--- config.mk ---
export PLATFORM = sky130hd
export DESIGN_NAME = drrip_front
export DESIGN_NICKNAME = d
export VERILOG_FILES = /design/src/design/drrip_pkg.sv /design/src/design/drrip_front.sv
export SDC_FILE = /design/constraint.sdc
export NUM_CORES = 1
export LEC_CHECK = 0
export BUFFER_PORTS_ARGS = -buffer_cell sky130_fd_sc_hd__buf_2
export CAP_MARGIN = 20
export CORE_AREA = 2 2 77 79
export CTS_BUF_LIST = sky130_fd_sc_hd__clkbuf_16
export DETAILED_ROUTE_END_ITERATION = 6
export DIE_AREA = 0 0 79 81
export GPL_TIMING_DRIVEN = 0
export PLACE_DENSITY = 0.82
export SLEW_MARGIN = 40
export SYNTH_ARGS = -nofsm -noshare
export SYNTH_HDL_FRONTEND = slang
export SYNTH_SLANG_ARGS = --single-unit
--- constraint.sdc ---
create_clock -name clk -period 3.8 [get_ports clk]
set_input_delay 0.19 -clock clk [delete_from_list [all_inputs] [get_ports clk]]
set_output_delay 0.19 -clock clk [all_outputs]
set_load 0.01 [all_outputs]
--- src/design/drrip_pkg.sv ---
// Shared types and constants for the DRRIP replacement core.
// Used by drrip_front, drrip_back and drrip_replacement_core; no dependencies.
`timescale 1ns / 1ps
`default_nettype none

package drrip_pkg;

	// Geometry
	localparam int NUM_SETS   = 2048;
	localparam int SET_W      = $clog2(NUM_SETS);
	localparam int NUM_WAYS   = 16;
	localparam int WAY_W      = $clog2(NUM_WAYS);
	localparam int RRPV_W     = 2;
	localparam int ROW_W      = NUM_WAYS * RRPV_W;
	localparam logic [RRPV_W-1:0] RRPV_TOP = {RRPV_W{1'b1}};

	// Set dueling
	localparam int SEL_W = 10;
	localparam logic [SEL_W-1:0] SEL_TOP  = {SEL_W{1'b1}};
	localparam logic [SEL_W-1:0] SEL_HALF = SEL_TOP >> 1;
	localparam int LEADERS_PER_POLICY = 32;
	localparam int LEADER_STRIDE_RAW  = NUM_SETS / LEADERS_PER_POLICY;
	localparam int LEADER_STRIDE = (LEADER_STRIDE_RAW < 2) ? 2 : LEADER_STRIDE_RAW;
	localparam int STRIDE_W      = $clog2(LEADER_STRIDE);

	// Bimodal insertion counter: a BIP fill goes in at RRPV 0 once in BIP_PERIOD misses
	localparam int BIP_PERIOD = 32;
	localparam int BIP_W      = $clog2(BIP_PERIOD);

	// Queue between front and back
	localparam int QUEUE_DEPTH = 4;
	localparam int QPTR_W      = $clog2(QUEUE_DEPTH);
	localparam int QCNT_W      = QPTR_W + 1;

	// Action codes
	localparam logic ACT_HIT  = 1'b0;
	localparam logic ACT_MISS = 1'b1;

	// Item class decided at the front
	typedef enum logic [1:0] {
		CLS_HIT,
		CLS_SRRIP_LDR,
		CLS_BIP_LDR,
		CLS_FOLLOW
	} cls_t;

	typedef struct packed {
		logic             action;
		logic [SET_W-1:0] set_index;
		logic [WAY_W-1:0] hit_way;
	} req_t;

	typedef struct packed {
		logic [WAY_W-1:0] victim_way;
		logic             used_bip;
	} rsp_t;

	typedef struct packed {
		cls_t             cls;
		logic [SET_W-1:0] set_index;
		logic [WAY_W-1:0] hit_way;
	} qent_t;

	// Front to back: queue head
	typedef struct packed {
		logic  valid;
		qent_t entry;
	} q2b_t;

	// Back to front: pop and init status
	typedef struct packed {
		logic pop;
		logic init_done;
	} b2q_t;

endpackage

`default_nettype wire

--- src/design/drrip_front.sv ---
// Front end: accepts items, classifies them (hit, leader kind, follower) and queues them.
// Depends on drrip_pkg.
`timescale 1ns / 1ps
`default_nettype none

module drrip_front import drrip_pkg::*; (
	input  wire logic clk,
	input  wire logic arst_n,
	input  wire logic start,
	input  wire req_t req,
	output logic      busy,
	output q2b_t      q2b,
	input  wire b2q_t b2q
);

	qent_t              entries_q [QUEUE_DEPTH];
	logic [QPTR_W-1:0]  wr_ptr_q;
	logic [QPTR_W-1:0]  rd_ptr_q;
	logic [QCNT_W-1:0]  count_q;
	logic               push;
	logic               pop;
	qent_t              new_entry;
	logic [STRIDE_W-1:0] set_off;

	// Hold off items during the init sweep and while the queue is full
	assign busy = !b2q.init_done || (count_q == QCNT_W'(QUEUE_DEPTH));
	assign push = start && !busy;
	assign pop  = b2q.pop && (count_q != '0);

	// Classify the incoming item
	assign set_off = req.set_index[STRIDE_W-1:0];
	always_comb begin
		new_entry.set_index = req.set_index;
		new_entry.hit_way   = req.hit_way;
		if (req.action == ACT_HIT) begin
			new_entry.cls = CLS_HIT;
		end else if (set_off == STRIDE_W'(0)) begin
			new_entry.cls = CLS_SRRIP_LDR;
		end else if (set_off == STRIDE_W'(1)) begin
			new_entry.cls = CLS_BIP_LDR;
		end else begin
			new_entry.cls = CLS_FOLLOW;
		end
	end

	// Queue storage
	always_ff @(posedge clk) begin
		if (push) begin
			entries_q[wr_ptr_q] <= new_entry;
		end
	end

	// Queue pointers and fill count
	always_ff @(posedge clk or negedge arst_n) begin
		if (!arst_n) begin
			wr_ptr_q <= '0;
			rd_ptr_q <= '0;
			count_q  <= '0;
		end else begin
			if (push) begin
				wr_ptr_q <= wr_ptr_q + 1'b1;
			end
			if (pop) begin
				rd_ptr_q <= rd_ptr_q + 1'b1;
			end
			if (push && !pop) begin
				count_q <= count_q + 1'b1;
			end else if (pop && !push) begin
				count_q <= count_q - 1'b1;
			end
		end
	end

	assign q2b.valid = (count_q != '0);
	assign q2b.entry = entries_q[rd_ptr_q];

endmodule

`default_nettype wire

==> results of run 1 <==
==> synthesized netlist by cell type <==
master	instances
xor2_1	2
inv_1	3
nand3_1	1
mux4_2	8
buf_2	2
a21oi_4	1
or3_4	1
buf_12	1
or4_4	1
a21boi_0	1
edfxtp_1	68
mux4_1	9
fa_1	1
o31a_1	1
nand2_1	4
and2_1	4
ha_1	5
dfrtp_1	7
mux2_2	2
xnor2_1	4
buf_6	1
nor2_1	3
==> metrics by stage <==
| step | cell area (sq um) | util [%] | hold WS (ns) |
|---|---|---|---|
| 2_1_floorplan | 2960 | - | -0.106 |
| 3_3_place_gp | 3240 | 57.2 | 0.0258 |
| 3_5_place_dp | 3240 | 57.2 | 0.0344 |
| 4_1_cts | 3590 | 63.2 | 0.0727 |
| 5_1_grt | 3590 | 63.3 | 0.0661 |
| 6_report | 3590 | 63.3 | 0.0769 |
==> state kept, by name, indices dropped and copies added (netlist names) <==
register,cells
rd_ptr_q,2
entries_q,68
wr_ptr_q,2
count_q,3
==> layer usage <==
metal  global-route usage (%)  vias to the layer above  wire (um)
met2                     29.2                       45       2560
met4                     8.79                        0        138
met3                     4.56                       13        233
met5                        0                        -          0
met1                     19.2                      735       2010
li1                         -                      638          -
==> kinds of logic after synthesis <==
kind of cell               after synthesis
buffers and inverters                    7
adders and majority gates                6
and+or+nand+nor                         14
xor gates and xnor gates                 6
muxes                                   19
AOI/OAI and AO/OA                        3
DFF                                     75
==> worst paths after layout <==
check,to,cells past startpoint,start
setup / recovery,count_q[2],8,count_q[0]
hold / removal,entries_q[3][13],1,req[13]
setup reg to reg,count_q[2],8,count_q[0]
hold reg to reg,count_q[0],1,count_q[0]
max in group asynchronous,rd_ptr_q[0],2,arst_n
min in group asynchronous,wr_ptr_q[1],2,arst_n
==> area by class of cell <==
| type | instances | area share (%) |
|---|---|---|
| Multi-Input combinational cell | 48 | 19.2 |
| Buffer | 4 | 1.15 |
| Tap cell | 75 | 2.61 |
| Timing Repair Buffer | 40 | 5.71 |
| Sequential cell | 75 | 61.7 |
| Clock inverter | 7 | 3.00 |
| Clock buffer | 9 | 6.27 |
| Inverter | 3 | 0.313 |
==> power groups by stage <==
stage	Combinational [mW]	Clock (mW)	Sequential (mW)
final	0.719	0.926	1.08
after CTS	0.733	0.937	1.09
after detailed placement	0.729	0	1.10
after floorplan	0.505	0	1.08
after global routing	0.778	0.980	1.09
after global placement	0.697	0	1.09
==> repair_timing <==
| item | 4_1_cts | 5_1_grt |
|---|---|---|
| hold buffers | 1 | 0 |
| buffers inserted | 0 | 0 |
| endpoints found under the hold margin | 7 | 0 |
==> impl_metrics.json, run 1 <==
{
  "cp_max_fo": 4,
  "critical_path_class": "reg2reg",
  "powerDensity_mw_per_mm2": 760,
  "syn_inst": 130,
  "period_needed_ns": 2.08,
  "synth_fa_ha_area_share_pct": 2.79,
  "globalplace.congestion": 0.761,
  "drv_slew": 0,
  "yosysSeqAreaShare_pct": 75.0,
  "synth_top_area_share_pct": 69.1,
  "yosys.area.top_type": "edfxtp_1",
  "grt_overflow_total": 0,
  "post_cts_resized": 0,
  "end_kind": "register",
  "maxCapViolations": 0,
  "vias_per_cell": 5.48,
  "arrival_ns": 2.33,
  "leakagePower_nw": 1.32,
  "n_fill_cell": 408,
  "multiInputGateArea_sq_um": 691,
  "peakVddDrop_mv": 0.487,
  "crit_buf_inv": 1,
  "ctsRootBufferMaster": "clkbuf_16",
  "final_common_cell": "edfxtp_1",
  "path_delay_family": "simple AND/OR/NAND/NOR gates",
  "synth-xor-area-share_pct": 1.78,
  "synth_top_family_by_area": "multiplexers",
  "relSlewSlack_pct": 68.4,
  "clkSlewWorstSetupHoldPaths_ns": 0.05,
  "grt_pass1_wl_mm": 7.48,
  "cp_cell_sequence": "or3_4 > nand2_1 > ha_1 > inv_1 > fa_1 > xor2_1 > nor2_1 > xor2_1",
  "ys_ff_latch": 75,
  "crit_path_max_incr_delay_ns": 0.44,
  "area_growth_pct": 21.5,
  "die_area_sq_mm": 0.00640,
  "first_pass_iters": 4,
  "core-area_sq_mm": 0.00568,
  "cts_max_level": 3,
  "layout_worst_path_cycle_share_pct": 54.8,
  "cts_made_buffers": 9,
  "die_h_um": 81,
  "placedCellCount": 244,
  "die_x_um": 79,
  "track_usage_pct": 16.8,
  "cts.sinks": 75,
  "synth_area_sq_mm": 0.00296,
  "p_int_mw": 2.02,
  "pin_count": 40,
  "seqCellArea_sq_mm": 0.00222,
  "start_util_pct": 52.1,
  "syn_avg_cell_area_sq_um": 22.7,
  "rsz0062_at_grt": "no",
  "skew_ns": 0.00482,
  "netSwitchingPower_uw": 709,
  "synth_compound_area_share_pct": 1.10,
  "antenna_found_initial": 0,
  "cp-start-kind": "register",
  "clock_path_buffers": 2,
  "place_hpwl_mm": 3.24,
  "grt_max_degree": 18,
  "fmax_mhz": 480,
  "port_buffers": 39,
  "clkPwrFrac_pct": 33.9,
  "final_nets": 208,
  "pwr-share-comb_pct": 26.3,
  "drtIter0Drc": 53,
  "crit_path_top_delay_cell": "dfrtp_1",
  "synth_simple_gate_area_share_pct": 2.67,
  "cp.required_ns": 4.05,
  "wire_per_inst_um": 19.0,
  "synthesis.nets": 157,
  "hold_path.class": "in2reg",
  "muxShareOfSynthArea_pct": 14.9,
  "dp_slack_ns": 1.73,
  "finalSetupViolations": 0,
  "total_power_mw": 2.73,
  "final_hold_viol_count": 0,
  "switching_share_pct": 26.0,
  "num_vias": 1431,
  "rows": 28,
  "wirelength_mm": 4.95,
  "worst_pin_slew_ns": 0.469,
  "ys_warn_count": 0,
  "status": "finished, final reports clean",
  "insertion_delay_ns": 0.33,
  "drc": 0,
  "cts_tree": "done",
  "ys_types": 22,
  "mostFrequentLayoutCells": "68 x edfxtp_1, 41 x buf_2, 9 x mux4_1, 9 x clkbuf_16, 8 x mux4_2",
  "drt.antenna.violating_nets": 0,
  "grt_pass1_vias": 1520,
  "fin_cells": 261,
  "final_layout_size_suffix_gt1_share_pct": 39.8,
  "fin_tns_setup_ns": 0,
  "r2r_setup_slack_ns": 1.72,
  "yosys-top-cells-area": "edfxtp_1 69%, mux4_1 8.0%, mux4_2 6.1%",
  "p_seq_share_pct": 39.7,
  "setup_ws_ns": 1.72,
  "path_common_cell": "xor2_1",
  "antenna_cells": 0
}
Note: power is estimated with default switching activity, not from simulation.
==> run 2: changes to the inputs <==
--- a/config.mk
+++ b/config.mk
@@ -7,12 +7,12 @@
 export LEC_CHECK = 0
 export BUFFER_PORTS_ARGS = -buffer_cell sky130_fd_sc_hd__buf_2
 export CAP_MARGIN = 20
-export CORE_AREA = 2 2 77 79
+export CORE_AREA = 2 2 80 82
 export CTS_BUF_LIST = sky130_fd_sc_hd__clkbuf_16
 export DETAILED_ROUTE_END_ITERATION = 6
-export DIE_AREA = 0 0 79 81
+export DIE_AREA = 0 0 82 84
 export GPL_TIMING_DRIVEN = 0
-export PLACE_DENSITY = 0.82
+export PLACE_DENSITY = 0.8
 export SLEW_MARGIN = 40
 export SYNTH_ARGS = -nofsm -noshare
 export SYNTH_HDL_FRONTEND = slang
==> constraint.sdc (replaced) <==
create_clock -name clk -period 1.9 [get_ports clk]
set_input_delay 0.095 -clock clk [delete_from_list [all_inputs] [get_ports clk]]
set_output_delay 0.095 -clock clk [all_outputs]
set_load 0.01 [all_outputs]
==> run 2 against run 1 <==
Compared with the run above: the flow now finishes with violations (negative setup slack); register-to-register slack lost 1.8 ns; routed wire length increased by 5.1%; sequential share of layout area fell by 2.7 points; utilization decreased by 1.6 points; worst hold slack got worse by 0.067 ns; maximum frequency up 7.3%; combinational power is 130% higher; clock power up 86%; final cell count increased by 7.3%.
==> impl_metrics.json, run 2 (synthesized netlist as in run 1, its figures left out) <==
{
  "status": "finished with violations",
  "violations": "negative setup slack",
  "fmax_mhz": 515,
  "pwr-share-comb_pct": 30.2,
  "clock_path_buffers": 2,
  "met2_usage_pct": 29.4,
  "drc": 0,
  "grt_overflow_total": 0,
  "path_common_cell": "xor2_1",
  "drt.antenna.violating_nets": 0,
  "top_usage_layer": "met2",
  "drv_slew": 0,
  "cp.required_ns": 2.10,
  "place_hpwl_mm": 3.34,
  "rsz0062_at_grt": "yes",
  "r2r_setup_slack_ns": -0.04,
  "p_seq_share_pct": 38.7,
  "area_growth_pct": 27.3,
  "powerDensity_mw_per_mm2": 1470,
  "port_buffers": 39,
  "grt_max_degree": 18,
  "wire_per_inst_um": 18.6,
  "rows": 29,
  "placed_cell_area_sq_mm": 0.00327,
  "top_register": "entries_q",
  "switching_share_pct": 26.7,
  "die_area_sq_mm": 0.00689,
  "fin_tns_setup_ns": -0.0420,
  "cts_max_level": 3,
  "die_h_um": 84,
  "mostFrequentLayoutCells": "68 x edfxtp_1, 40 x buf_2, 10 x dlygate4sd3_1",
  "antenna_found_initial": 0,
  "pin_count": 40,
  "largest_register_ffs": 68,
  "layout_worst_path_cycle_share_pct": 102,
  "cts_made_buffers": 9,
  "clkSlewWorstSetupHoldPaths_ns": 0.05,
  "skew_ns": 0.00510,
  "final_common_cell": "edfxtp_1",
  "track_usage_pct": 17.0,
  "dp_slack_ns": -0.148,
  "final_hold_viol_count": 0,
  "use_met1_pct": 19.2,
  "setup_ws_ns": -0.0420,
  "start_util_pct": 48.5,
  "core-area_sq_mm": 0.00610,
  "final_nets": 226,
  "vias_per_cell": 5.24,
  "crit_path_max_incr_delay_ns": 0.41,
  "reg_top3": "entries_q (68), count_q (3)",
  "met3_usage_pct": 5.74,
  "cp_max_fo": 3,
  "leakagePower_nw": 1.38,
  "cts.sinks": 75,
  "wirelength_mm": 5.20,
  "num_vias": 1466,
  "globalplace.congestion": 0.704,
  "worst_pin_slew_ns": 0.490,
  "crit_path_top_delay_cell": "or3_4",
  "end_kind": "register",
  "design_area_sq_mm": 0.00376,
  "peakVddDrop_mv": 0.878,
  "ctsRootBufferMaster": "clkbuf_16",
  "first_pass_iters": 4,
  "grt_pass1_wl_mm": 8.11,
  "drtIter0Drc": 78,
  "die_x_um": 82,
  "grt_pass1_vias": 1596,
  "period_needed_ns": 1.94,
  "antenna_cells": 0,
  "hold_path.class": "in2reg",
  "cp_cell_sequence": "or3_4 > nand2_4 > ha_4 > inv_2 > fa_2 > xor2_1 > nor2_1 > xor2_1",
  "relSlewSlack_pct": 67.3,
  "cts_tree": "done",
  "final_layout_size_suffix_gt1_share_pct": 44.3,
  "finalSetupViolations": 1,
  "maxCapViolations": 0,
  "netSwitchingPower_mw": 1.48,
  "critical_path_class": "reg2reg",
  "arrival_ns": 2.15,
  "clkPwrFrac_pct": 31.1,
  "cp-start-kind": "register",
  "p_int_mw": 4.05,
  "insertion_delay_ns": 0.32
}
[run 2: cell types whose count changed in the layout (fill, tap and decap cells not counted), sizes merged]
cell,before,now
inv,4,3
dlygate4sd3,1,10
bufinv,3,2
buf,43,51
clkbuf,9,10
clkinvlp,0,1
[run 2: worst paths after layout]
| kind | from | cells past startpoint | endpoint |
|---|---|---|---|
| min reg2reg | wr_ptr_q[1] | 1 | wr_ptr_q[1] |
| max reg2reg | count_q[0] | 8 | count_q[2] |
| max in group asynchronous | arst_n | 2 | count_q[2] |
| min | req[8] | 1 | entries_q[3][8] |
| min in group asynchronous | arst_n | 2 | rd_ptr_q[1] |
| max | count_q[0] | 8 | count_q[2] |
[run 2: power groups by stage]
stage          clock [mW]  combinational (mW)  sequential (mW)
2_1_floorplan           0                1.03             2.16
3_3_place_gp            0                1.42             2.17
3_5_place_dp            0                1.49             2.20
4_1_cts              1.74                1.61             2.16
5_1_grt              1.81                1.82             2.16
6_report             1.72                1.67             2.14
[run 2: timing repair]
item,4_1_cts,5_1_grt
pin swaps,2,4
endpoints found under the hold margin,43,0
resized for setup,7,3
endpoints found under the setup margin,70,4
hold buffers,10,0
buffers inserted,4,5
[run 2: final cells by class]
type | count | area [sq um]
Fill cell | 427 | 2330
Sequential cell | 75 | 2220
Clock inverter | 6 | 81.3
Inverter | 3 | 11.3
Multi-Input combinational cell | 48 | 721
Tap cell | 77 | 96.3
Buffer | 4 | 43.8
Clock buffer | 9 | 225
Timing Repair Buffer | 58 | 363
[run 2: through the flow]
stage | cells | power, mW | utilization (%) | hold slack [ns]
after floorplan | 130 | 3.19 | - | -0.201
after CTS | 275 | 5.50 | 61.0 | 0.000499
after detailed placement | 246 | 3.70 | 53.6 | -0.0576
after global placement | 246 | 3.59 | 53.6 | -0.0677
final | 280 | 5.53 | 61.7 | 0.00947
after global routing | 280 | 5.79 | 61.7 | 0.00362
[run 2: critical path, delay by kind of cell (launching register included)]
| kind | cells | cell delay (ns) |
|---|---|---|
| AND/OR/NAND/NOR | 3 | 0.59 |
| buffers and inverters | 1 | 0.04 |
| XOR/XNOR | 2 | 0.33 |
| flip-flops | 1 | 0.40 |
| adder cells (fa/ha/maj) | 2 | 0.48 |
[run 2: layer usage]
layer  part of all wire (%)  vias to the layer above
met1                     39                      738
met5                      0                        -
met4                    1.6                        0
met3                    5.4                        7
li1                       -                      669
met2                     55                       52
==> run 3: changes to the inputs <==
--- a/config.mk
+++ b/config.mk
@@ -12,6 +12,7 @@
 export DETAILED_ROUTE_END_ITERATION = 6
 export DIE_AREA = 0 0 82 84
 export GPL_TIMING_DRIVEN = 0
+export MAX_ROUTING_LAYER = met4
 export PLACE_DENSITY = 0.8
 export SLEW_MARGIN = 40
 export SYNTH_ARGS = -nofsm -noshare
==> run 3 against run 2 <==
Compared with the run above: non-clock buffer count unchanged; combinational power about the same; die area unchanged; total power decreased by 0.18%; count of clock-buffer cells in the layout unchanged; worst setup slack got worse by 0.0012 ns; maximum frequency about the same; sequential power about the same; worst hold slack improved by 0.0022 ns; first-iteration DRC count decreased by 1.3%; sequential share of layout area unchanged; cell area unchanged; the run still ends with negative setup slack left; highest routed layer unchanged; largest cell class unchanged; largest power group unchanged.
==> impl_metrics.json, run 3 (synthesized netlist as in run 1, its figures left out) <==
{
  "final_nets": 226,
  "seqCellArea_sq_mm": 0.00222,
  "final_hold_viol_count": 0,
  "violations": "negative setup slack",
  "worst_pin_slew_ns": 0.474,
  "core-area_sq_mm": 0.00610,
  "peakVddDrop_mv": 0.875,
  "cts.sinks": 75,
  "grt_max_degree": 18,
  "status": "finished with violations",
  "design_area_sq_mm": 0.00376,
  "globalplace.congestion": 0.712,
  "first_pass_iters": 4,
  "grt_pass1_wl_mm": 8.11,
  "rows": 29,
  "multiInputGateArea_sq_um": 721,
  "fin_tns_setup_ns": -0.0432,
  "cp_max_fo": 3,
  "relSlewSlack_pct": 68.4,
  "top_register": "entries_q",
  "largest_register_ffs": 68,
  "mostFrequentLayoutCells": "68 x edfxtp_1, 40 x buf_2, 10 x dlygate4sd3_1",
  "clkSlewWorstSetupHoldPaths_ns": 0.05,
  "end_kind": "register",
  "layout_worst_path_cycle_share_pct": 102,
  "drtIter0Drc": 77,
  "ctsRootBufferMaster": "clkbuf_16",
  "final_common_cell": "edfxtp_1",
  "worstRegToRegCells": 8,
  "drc": 0,
  "r2r_setup_slack_ns": -0.04,
  "port_buffers": 39,
  "cts_made_buffers": 9,
  "drv_slew": 0,
  "area_growth_pct": 27.3,
  "arrival_ns": 2.14,
  "period_needed_ns": 1.94,
  "rsz0062_at_grt": "yes",
  "cp.required_ns": 2.10,
  "antenna_found_initial": 0,
  "finalSetupViolations": 1,
  "rr_startpoint": "count_q[0]",
  "fmax_mhz": 515,
  "hold_depth": 1,
  "powerDensity_mw_per_mm2": 1470,
  "track_usage_pct": 17.5,
  "maxCapViolations": 0,
  "r2r-end": "count_q[2]",
  "leakagePower_nw": 1.38,
  "clock_path_buffers": 2,
  "cp-startpoint": "count_q[0]",
  "hold_path.class": "in2reg",
  "n_fill_cell": 427,
  "num_vias": 1457,
  "antenna_cells": 0,
  "cts_max_level": 3,
  "reg_top3": "entries_q (68), count_q (3)",
  "cts_tree": "done",
  "critical_path_class": "reg2reg",
  "insertion_delay_ns": 0.32,
  "holdPathEnd": "entries_q[3][8]",
  "die_h_um": 84,
  "grt_overflow_total": 0,
  "drt.antenna.violating_nets": 0,
  "setup_ws_ns": -0.0432,
  "skew_ns": 0.00627,
  "wire_per_inst_um": 18.3,
  "die_area_sq_mm": 0.00689,
  "die_x_um": 82,
  "vias_per_cell": 5.20,
  "place_hpwl_mm": 3.34,
  "start_util_pct": 48.5,
  "grt_pass1_vias": 1595,
  "hold_start": "req[8]",
  "pin_count": 40,
  "cp-start-kind": "register",
  "wirelength_mm": 5.13,
  "final_layout_size_suffix_gt1_share_pct": 44.3,
  "placed_cell_area_sq_mm": 0.00327
}
-- run 3: final cells by class --
| cell class | count | share of cell area [%] |
|---|---|---|
| well taps | 77 | 2.56 |
| repair buffers | 58 | 9.65 |
| clock inverters | 6 | 2.16 |
| plain buffers | 4 | 1.16 |
| inverters | 3 | 0.299 |
| multi-input cells | 48 | 19.2 |
| flip-flops and latches | 75 | 59.0 |
| clock buffers | 9 | 5.99 |
-- run 3: metal layers --
metal  part of all wire [%]  global-route usage [%]
met5                      0                       -
met4                   0.94                    5.91
met3                    4.7                    6.06
met2                     56                    29.4
met1                     38                    19.2
-- run 3: through the flow --
step	total power [mW]	hold slack, ns	util (%)	worst slack (ns)	instances
detailed placement	3.70	-0.0576	53.6	-0.148	246
CTS	5.50	0.000499	61.0	-0.0916	275
global route	5.79	0.00198	61.7	-0.150	280
floorplan	3.19	-0.201	-	0.0268	130
global placement	3.59	-0.0677	53.6	-0.0150	246
finish	5.52	0.0117	61.7	-0.0432	280
-- run 3: worst max-delay path by stage --
| stage | cells after the start | endpoint |
|---|---|---|
| after floorplan | 8 | count_q[2] |
| after global placement | 3 | entries_q[3][2] |
| after detailed placement | 8 | count_q[2] |
| after CTS | 8 | count_q[2] |
| after global routing | 8 | count_q[2] |
| final | 8 | count_q[2] |
-- run 3: power by group --
part	internal [mW]	switching [mW]
clock	1.13	0.586
sequential	2.06	0.0834
combinational	0.866	0.797
-- run 3: critical path, cell delays in order (launching register included) --
cell and delay, ns:
dfrtp_2 0.40, or3_4 0.41, nand2_4 0.09, ha_4 0.14, inv_2 0.04, fa_2 0.34, xor2_1 0.17, nor2_1 0.09
xor2_1 0.16
-- run 3: timing repair --
action | in CTS | in global routing
pin swaps | 2 | 4
hold buffers | 10 | 0
resized for setup | 7 | 3
hold endpoints to repair | 43 | 0
setup buffers | 4 | 5
endpoints found under the setup margin | 70 | 4
